**config.mk**
```make
export PLATFORM = sky130hd
export DESIGN_NAME = ordered_list_insert_delete_top
export DESIGN_NICKNAME = d
export VERILOG_FILES = /design/src/sv/oli_pkg.sv /design/src/sv/oli_cell.sv /design/src/sv/ordered_list_insert_delete_top.sv
export SDC_FILE = /design/constraint.sdc
export NUM_CORES = 2
export LEC_CHECK = 0
export BUFFER_PORTS_ARGS = -buffer_cell sky130_fd_sc_hd__buf_4
export CAP_MARGIN = 20
export CORE_AREA = 2 2 376 378
export CTS_BUF_LIST = sky130_fd_sc_hd__clkbuf_8
export CTS_CLUSTER_DIAMETER = 200
export DETAILED_ROUTE_END_ITERATION = 7
export DIE_AREA = 0 0 378 380
export HOLD_SLACK_MARGIN = 0.05
export PLACE_DENSITY = 0.68
export SLEW_MARGIN = 10
export SYNTH_ARGS = -nofsm -noshare
export SYNTH_HDL_FRONTEND = slang
export SYNTH_HIERARCHICAL = 1
export SYNTH_SLANG_ARGS = --single-unit
```
**constraint.sdc**
```tcl
create_clock -name clk -period 11.2 [get_ports clk]
set_clock_uncertainty 0.05 [all_clocks]
set_input_delay 1.12 -clock clk [delete_from_list [all_inputs] [get_ports clk]]
set_output_delay 1.12 -clock clk [all_outputs]
set_load 0.1 [all_outputs]
```
**src/sv/oli_pkg.sv**
```systemverilog
`timescale 1ns / 1ps
// ----------------------------------------------------------------------------
// oli_pkg
// Shared types and constants for the ordered list block and its cells.
// ----------------------------------------------------------------------------
package oli_pkg;

  localparam int CAPACITY = 32;
  localparam int IDX_W    = (CAPACITY > 1) ? $clog2(CAPACITY) : 1;
  localparam int LEN_W    = $clog2(CAPACITY + 1);
  localparam int DATA_W   = 32;
  localparam int POS_W    = 6;
  localparam int OLEN_W   = 7;

  typedef enum logic [2:0] {
    REQ_INS_FRONT = 3'd0,
    REQ_INS_END   = 3'd1,
    REQ_INS_POS   = 3'd2,
    REQ_DEL_FRONT = 3'd3,
    REQ_DEL_END   = 3'd4,
    REQ_DEL_POS   = 3'd5,
    REQ_DISPLAY   = 3'd6
  } req_t;

  typedef enum logic [1:0] {
    ST_OK     = 2'd0,
    ST_EMPTY  = 2'd1,
    ST_BOUNDS = 2'd2,
    ST_FULL   = 2'd3
  } status_t;

  typedef enum logic [0:0] {
    S_IDLE = 1'b0,
    S_DISP = 1'b1
  } state_t;

  typedef enum logic [1:0] {
    CELL_HOLD = 2'd0,
    CELL_INS  = 2'd1,
    CELL_DEL  = 2'd2,
    CELL_ROT  = 2'd3
  } cell_op_t;

  typedef struct packed {
    cell_op_t                  op;
    logic [IDX_W-1:0]          pos;
    logic [IDX_W-1:0]          last_idx;
    logic signed [DATA_W-1:0]  value;
    logic signed [DATA_W-1:0]  head;
  } cell_cmd_t;

endpackage

```
**src/sv/oli_cell.sv**
```systemverilog
`timescale 1ns / 1ps
// ----------------------------------------------------------------------------
// oli_cell
// One list entry: holds, shifts in from either neighbor, loads a new value,
// or takes part in a rotation of the occupied entries.
// ----------------------------------------------------------------------------
module oli_cell
  import oli_pkg::*;
(
  input  logic                     clk,
  input  cell_cmd_t                cmd,
  input  logic [IDX_W-1:0]         cell_idx,
  input  logic signed [DATA_W-1:0] left_data,
  input  logic signed [DATA_W-1:0] right_data,
  output logic signed [DATA_W-1:0] data
);

  logic signed [DATA_W-1:0] data_r;
  logic signed [DATA_W-1:0] data_nxt;

  always_comb begin
    data_nxt = data_r;
    case (cmd.op)
      CELL_INS: begin
        if (cell_idx > cmd.pos) begin
          data_nxt = left_data;
        end else if (cell_idx == cmd.pos) begin
          data_nxt = cmd.value;
        end
      end
      CELL_DEL: begin
        if (cell_idx >= cmd.pos) begin
          data_nxt = right_data;
        end
      end
      CELL_ROT: begin
        if (cell_idx < cmd.last_idx) begin
          data_nxt = right_data;
        end else if (cell_idx == cmd.last_idx) begin
          data_nxt = cmd.head;
        end
      end
      default: begin
        data_nxt = data_r;
      end
    endcase
  end

  always_ff @(posedge clk) begin
    data_r <= data_nxt;
  end

  assign data = data_r;

endmodule

```
**src/sv/ordered_list_insert_delete_top.sv**
```systemverilog
`timescale 1ns / 1ps
// ----------------------------------------------------------------------------
// ordered_list_insert_delete_top
// Ordered list of signed 32-bit values held in a chain of CAPACITY cells.
// ----------------------------------------------------------------------------
// Every insert or delete that is taken shifts all cells toward or away from
// the target position at once, and the single result beat goes to the output
// register in the same edge. Displaying an empty list gives one empty-status
// beat; else the occupied cells rotate by one each cycle while the output
// register is free or being drained, cell zero feeding the output register,
// so after the last element the list is back in order. A new command is taken
// only while no display is running and the output register is free or being
// drained. Results stall cleanly under out_stall.
// ----------------------------------------------------------------------------
module ordered_list_insert_delete_top
  import oli_pkg::*;
(
  input  logic                     clk,
  input  logic                     rst_n,
  input  logic                     in_valid,
  output logic                     in_stall,
  input  logic [2:0]               in_req_type,
  input  logic [POS_W-1:0]         in_position,
  input  logic signed [DATA_W-1:0] in_value_in,
  output logic                     out_valid,
  input  logic                     out_stall,
  output logic [1:0]               out_status,
  output logic signed [DATA_W-1:0] out_element_value,
  output logic [POS_W-1:0]         out_element_index,
  output logic [OLEN_W-1:0]        out_length_out,
  output logic                     out_last
);

  state_t                   state_r, state_nxt;
  logic [LEN_W-1:0]         len_r, len_nxt;
  logic [IDX_W-1:0]         cnt_r, cnt_nxt;
  logic                     out_valid_r, out_valid_nxt;
  status_t                  status_r, status_nxt;
  logic signed [DATA_W-1:0] value_r, value_nxt;
  logic [IDX_W-1:0]         index_r, index_nxt;
  logic [OLEN_W-1:0]        olen_r, olen_nxt;
  logic                     last_r, last_nxt;

  logic                     slot_free;
  logic                     accept;
  logic                     load_out;
  logic [OLEN_W-1:0]        len7;
  logic [OLEN_W-1:0]        ins_pos;
  logic [OLEN_W-1:0]        del_pos;
  logic                     disp_last;
  cell_cmd_t                cmd;
  logic signed [DATA_W-1:0] cell_data [CAPACITY];

  assign slot_free = !out_valid_r || !out_stall;
  assign in_stall  = !((state_r == S_IDLE) && slot_free);
  assign accept    = in_valid && !in_stall;
  assign len7      = OLEN_W'(len_r);
  assign disp_last = (LEN_W'(cnt_r) == LEN_W'(len_r - 1'b1));

  always_comb begin
    ins_pos = {1'b0, in_position};
    del_pos = {1'b0, in_position};
    case (req_t'(in_req_type))
      REQ_INS_FRONT: ins_pos = '0;
      REQ_INS_END:   ins_pos = len7;
      REQ_DEL_FRONT: del_pos = '0;
      REQ_DEL_END:   del_pos = OLEN_W'(len7 - 1'b1);
      default: begin
        ins_pos = {1'b0, in_position};
        del_pos = {1'b0, in_position};
      end
    endcase
  end

  always_comb begin
    state_nxt    = state_r;
    len_nxt      = len_r;
    cnt_nxt      = cnt_r;
    load_out     = 1'b0;
    status_nxt   = ST_OK;
    value_nxt    = '0;
    index_nxt    = '0;
    last_nxt     = 1'b1;
    cmd.op       = CELL_HOLD;
    cmd.pos      = '0;
    cmd.last_idx = IDX_W'(len_r - 1'b1);
    cmd.value    = in_value_in;
    cmd.head     = cell_data[0];
    case (state_r)
      S_IDLE: begin
        if (accept) begin
          case (req_t'(in_req_type))
            REQ_INS_FRONT, REQ_INS_END, REQ_INS_POS: begin
              load_out = 1'b1;
              if (ins_pos > len7) begin
                status_nxt = ST_BOUNDS;
              end else if (len7 == OLEN_W'(CAPACITY)) begin
                status_nxt = ST_FULL;
              end else begin
                cmd.op  = CELL_INS;
                cmd.pos = IDX_W'(ins_pos);
                len_nxt = LEN_W'(len_r + 1'b1);
              end
            end
            REQ_DEL_FRONT, REQ_DEL_END, REQ_DEL_POS: begin
              load_out = 1'b1;
              if (len_r == '0) begin
                status_nxt = ST_EMPTY;
              end else if (del_pos >= len7) begin
                status_nxt = ST_BOUNDS;
              end else begin
                cmd.op  = CELL_DEL;
                cmd.pos = IDX_W'(del_pos);
                len_nxt = LEN_W'(len_r - 1'b1);
              end
            end
            REQ_DISPLAY: begin
              if (len_r == '0) begin
                load_out   = 1'b1;
                status_nxt = ST_EMPTY;
              end else begin
                state_nxt = S_DISP;
                cnt_nxt   = '0;
              end
            end
            default: begin
              load_out = 1'b1;
            end
          endcase
        end
      end
      S_DISP: begin
        if (slot_free) begin
          load_out  = 1'b1;
          value_nxt = cell_data[0];
          index_nxt = cnt_r;
          last_nxt  = disp_last;
          cmd.op    = CELL_ROT;
          cnt_nxt   = IDX_W'(cnt_r + 1'b1);
          if (disp_last) begin
            state_nxt = S_IDLE;
            cnt_nxt   = '0;
          end
        end
      end
      default: begin
        state_nxt = S_IDLE;
      end
    endcase
    olen_nxt = OLEN_W'(len_nxt);
  end

  always_comb begin
    if (load_out) begin
      out_valid_nxt = 1'b1;
    end else if (slot_free) begin
      out_valid_nxt = 1'b0;
    end else begin
      out_valid_nxt = out_valid_r;
    end
  end

  always_ff @(posedge clk) begin
    if (!rst_n) begin
      state_r     <= S_IDLE;
      len_r       <= '0;
      cnt_r       <= '0;
      out_valid_r <= 1'b0;
    end else begin
      state_r     <= state_nxt;
      len_r       <= len_nxt;
      cnt_r       <= cnt_nxt;
      out_valid_r <= out_valid_nxt;
    end
  end

  always_ff @(posedge clk) begin
    if (load_out) begin
      status_r <= status_nxt;
      value_r  <= value_nxt;
      index_r  <= index_nxt;
      olen_r   <= olen_nxt;
      last_r   <= last_nxt;
    end
  end

  for (genvar i = 0; i < CAPACITY; i++) begin : g_cell
    logic signed [DATA_W-1:0] left_d;
    logic signed [DATA_W-1:0] right_d;
    if (i == 0) begin : g_first
      assign left_d = in_value_in;
    end else begin : g_mid_l
      assign left_d = cell_data[i-1];
    end
    if (i == CAPACITY - 1) begin : g_final
      assign right_d = '0;
    end else begin : g_mid_r
      assign right_d = cell_data[i+1];
    end
    oli_cell u_cell (
      .clk        (clk),
      .cmd        (cmd),
      .cell_idx   (IDX_W'(i)),
      .left_data  (left_d),
      .right_data (right_d),
      .data       (cell_data[i])
    );
  end

  assign out_valid         = out_valid_r;
  assign out_status        = status_r;
  assign out_element_value = value_r;
  assign out_element_index = POS_W'(index_r);
  assign out_length_out    = olen_r;
  assign out_last          = last_r;

endmodule

```
==> impl.org <==
** Run status
- The run finished with clean final reports.

** Logic synthesis
- Count of warnings emitted by yosys :: 6
- Largest area contributor in the synthesized netlist :: edfxtp_1
- The synthesized netlist occupies a cell area of 69300 um^2.
- After synthesis, the cell types taking the most area are edfxtp_1 (46%), a22o_1 (12%), a221o_1 (8.1%).
- The most used flip-flop cell after synthesis is edfxtp_1.
- The average instance in the mapped netlist occupies 11.9 um^2.
- After synthesis the netlist holds a flip-flop and latch count of 1083.
- Distinct cell type count of the synthesized netlist :: 68
- Area share of the largest cell type after synthesis :: 46.4%
- Count of flip-flops with a built-in enable after synthesis :: 1070
- Cell with the most instances after synthesis :: edfxtp_1
- Counting every instance in the synthesized netlist gives 5808.
- Seq/Total Area, Yosys :: 46.8%
- Of all flip-flops after synthesis, the portion carrying an async set or reset was 0%.
- Most frequent cells after synthesis :: edfxtp_1 (1070), a22o_1 (975), a221o_1 (560)

** Min path
- Kind of path behind the tightest hold check :: in2reg
- Hold depth :: 2

** Place
- In this run the cell area measured after placement is 73000 um^2.
- Post-DP HPWL :: 155 mm
- Global placer's final weighted congestion :: 0.931
- Number of I/O port buffers :: 92

** Setup path
- Measured in cells, the most critical reg-to-reg path has a length of 20.
- Worst path top cell family by delay :: compound AO/OA/AOI/OAI gates
- Arr. time, crit path :: 7.80 ns
- The most numerous cell type found on the critical path is buf_4.
- The worst setup path is captured at a flip-flop.
- For this design, the slowest cell found on the critical path is buf_4.
- The critical path runs through a total of 20 cells.
- Number of buffer and inverter stages on the critical path :: 5
- On the worst path, the slowest cell contributes a delay of 0.72 ns.
- WP data required :: 11.76 ns
- CP max FO :: 37
- Launching element type of the critical path :: flip-flop
- Worst path cell trace :: inv_2 -> buf_4 -> nand3_1 -> xnor2_1 -> a211oi_1 -> ha_1 -> and2_1 -> a221o_1 -> a311oi_4 -> and2_1 -> a32o_4 -> buf_4 -> inv_1 -> ha_1 -> nor2_1 -> a211o_1 -> nand2_1 -> nor2_1 -> o31ai_4 -> buf_4
- Crit Path Class :: reg2reg

** Timing
- Final cycle utilization of the critical path :: 64.6%
- Setup violations remaining at the end of the flow were counted as 0.
- Highest clock frequency the design can meet :: 0.138 GHz
- Worst-margin pin slew :: 1.11 ns
- Slew Limit Headroom :: 26.0%
- Final hold violation count :: 0
- Accumulated negative setup slack :: 0 ns
- Min Hold Slack :: 0.374 ns
- Time the final worst path needs with I/O delays and setup :: 7.24 ns
- Setup repair after global routing left no endpoint under its margin.
- The count of pins over their slew limit came to 0.

** Floorplanning
- Once the floorplan was initialized, standard cells occupied 49.8% of the core.
- Overall die height :: 380 um
- Row cnt :: 137
- 95 I/O pins were placed.
- Die area :: 144000 um^2
- Width of the die :: 378 um
- Total core area :: 139000 um^2

** Pwr
- VDD IR-drop max :: 0.0839 mV
- Power spread over the standard cell area amounts to 144 nW/um^2.
- LEAKAGE :: 31.9 nW
- Total Power :: 0.0111 W

** Global route
- Vias in the first global route :: 54.1k
- Maximum number of pins on one net before global-route repair :: 103
- Wire length of the first global-routing pass :: 358 mm
- Global routing used 33.1% of the available tracks across all layers.
- Antenna violations before repair :: 8
- Remaining global-route overflow :: 0

** CTS
- Buffers added to address setup during post-CTS repair amount to 0.
- In this run, post-CTS repair resized a total of 0 instances.
- Number of buffers created by CTS :: 190
- Clock buffer depth :: 3
- Hold buffers post-CTS :: 0
- TritonCTS built the clock tree.
- Clock-pin slew on the worst setup and hold paths :: 0.06 ns
- CTS root buffer :: clkbuf_8
- The later pin in the worst-skew pair is clocked with a latency of 0.99 ns.
- The H-tree generated during clock tree synthesis spans 4 levels.
- Clk sinks :: 1083

** Final layout
- The multi-input combinational cells in the finished layout cover a total of 34700 um^2.
- Combined flip-flop and latch cell area :: 32400 um^2
- In the final layout, the share of cells above drive strength 1 is 13.1%.
- Final Instance Area :: 76700 um^2
- Nets@finish :: 6560
- Filler cell count in the final layout :: 12.0k
- Compared with the post-synthesis result, the final layout area differs by 10.8%.

** Routing
- Number of design-rule violations left by the first detailed-router iteration :: 8233
- Summing over every cut layer, the via total after detailed routing is 57.4k.
- The detail route stage leaves a number of antenna-violating nets equal to 0.
- WL/cell :: 30.1 um
- Wires add up to 247 mm.
- The first detailed-routing pass took 8 iterations.
- For this run, design rule violations remaining after detail routing come to 0.
- Post-detailed-route via-to-cell ratio :: 6.99

** Job
- Max-cap violations :: 0
[final cells by class]
cell class                      instances  area share (%)
Clock inverter                        145            1.07
Multi-Input combinational cell       4243            45.2
Clock buffer                          193            3.46
Tap cell                             1876            3.06
Inverter                              380            1.86
Timing Repair Buffer                  281            3.07
Antenna cell                            5          0.0163
Sequential cell                      1083            42.2
[metrics by stage]
stage / util, % / std cells / setup slack [ns]
after floorplan: - / 6128 / 0.535
final: 55.1 / 8206 / 3.96
after detailed placement: 52.4 / 7849 / 4.01
after global placement: 52.3 / 7839 / 4.02
after global routing: 55.1 / 8203 / 3.68
after CTS: 54.9 / 8187 / 4.03
[cells in the final DEF (no fill, tap or decap), drive strengths merged, types with 4 or more instances in the layout]
master and instances:
a32o 4, a221o 560, diode 5, clkinv 66, edfxtp 1070, and2 438
ha 336, o311ai 18, a21oi 229, a21o 18, a211oi 72, a22o 993
inv 450, nand4 32, nand2 124, o21a 15, clkbuf 193, bufinv 6
mux2i 34, o22ai 19, conb 322, nor2b 17, and3 86, o221ai 18
buf 281, dfxtp 13, a211o 466, o31ai 25, nor3 52, xnor2 11
nand3 31, nand2b 50, or2 17, a22oi 15, nor2 146, o21ai 37
o211ai 22, nand3b 15
[flip-flops by register name (all words and copies together), names as in the netlist]
signal,cells
g_cell.u_cell/data,1024
out_element_value,32
len_r,6
out_length_out,6
cnt_r,5
index_r,5
out_status,2
out_last,1
out_valid,1
state_r,1
[report_power, final]
part / switching [W] / total [W] / internal, W
registers: 0.000168 / 0.00500 / 0.00483
logic: 0.00156 / 0.00255 / 0.000989
clock network: 0.00177 / 0.00352 / 0.00174
total: 0.00350 / 0.0111 / 0.00756
[kinds of logic after synthesis]
| family | Yosys count | synth area share [%] |
|---|---|---|
| compound gates | 2520 | 32.2 |
| flops | 1083 | 46.8 |
| simple gates | 1019 | 8.39 |
| buf+inv | 802 | 5.90 |
| fa+ha+maj | 336 | 6.07 |
| mux | 34 | 0.491 |
| xor+xnor | 12 | 0.152 |
| other cells | 2 | 0.0108 |
[path summary, 6_finish.rpt]
check	from	endpoint	slack, ns
worst max-delay path	len_r[0]$_SDFF_PN0_	g_cell[28].u_cell/data[19]$_DFFE_PP_	3.96
worst min register to register	g_cell[31].u_cell/data[11]$_DFFE_PP_	g_cell[30].u_cell/data[11]$_DFFE_PP_	0.47
worst min-delay path	rst_n	len_r[3]$_SDFF_PN0_	0.37
worst max register to register	len_r[0]$_SDFF_PN0_	g_cell[28].u_cell/data[19]$_DFFE_PP_	3.96
[worst register-to-register path: stages (launching register included)]
cell,delay [ns]
dfxtp_1,0.43
inv_2,0.11
buf_4,0.72
nand3_1,0.20
xnor2_1,0.46
a211oi_1,0.17
ha_1,0.31
and2_1,0.18
a221o_1,0.37
a311oi_4,0.38
and2_1,0.47
a32o_4,0.47
buf_4,0.48
inv_1,0.11
ha_1,0.32
nor2_1,0.04
a211o_1,0.33
nand2_1,0.10
nor2_1,0.07
o31ai_4,0.70
buf_4,0.43
[layer usage]
| metal | part of all wire [%] | vias to the layer above | GRT usage (%) |
|---|---|---|---|
| li1 | - | 24300 | - |
| met1 | 40 | 28300 | 46.8 |
| met2 | 42 | 4158 | 47.0 |
| met3 | 14 | 543 | 9.60 |
| met4 | 4.7 | 6 | 14.9 |
| met5 | 0.021 | - | 0 |
Power figures use the tool's default switching activity.
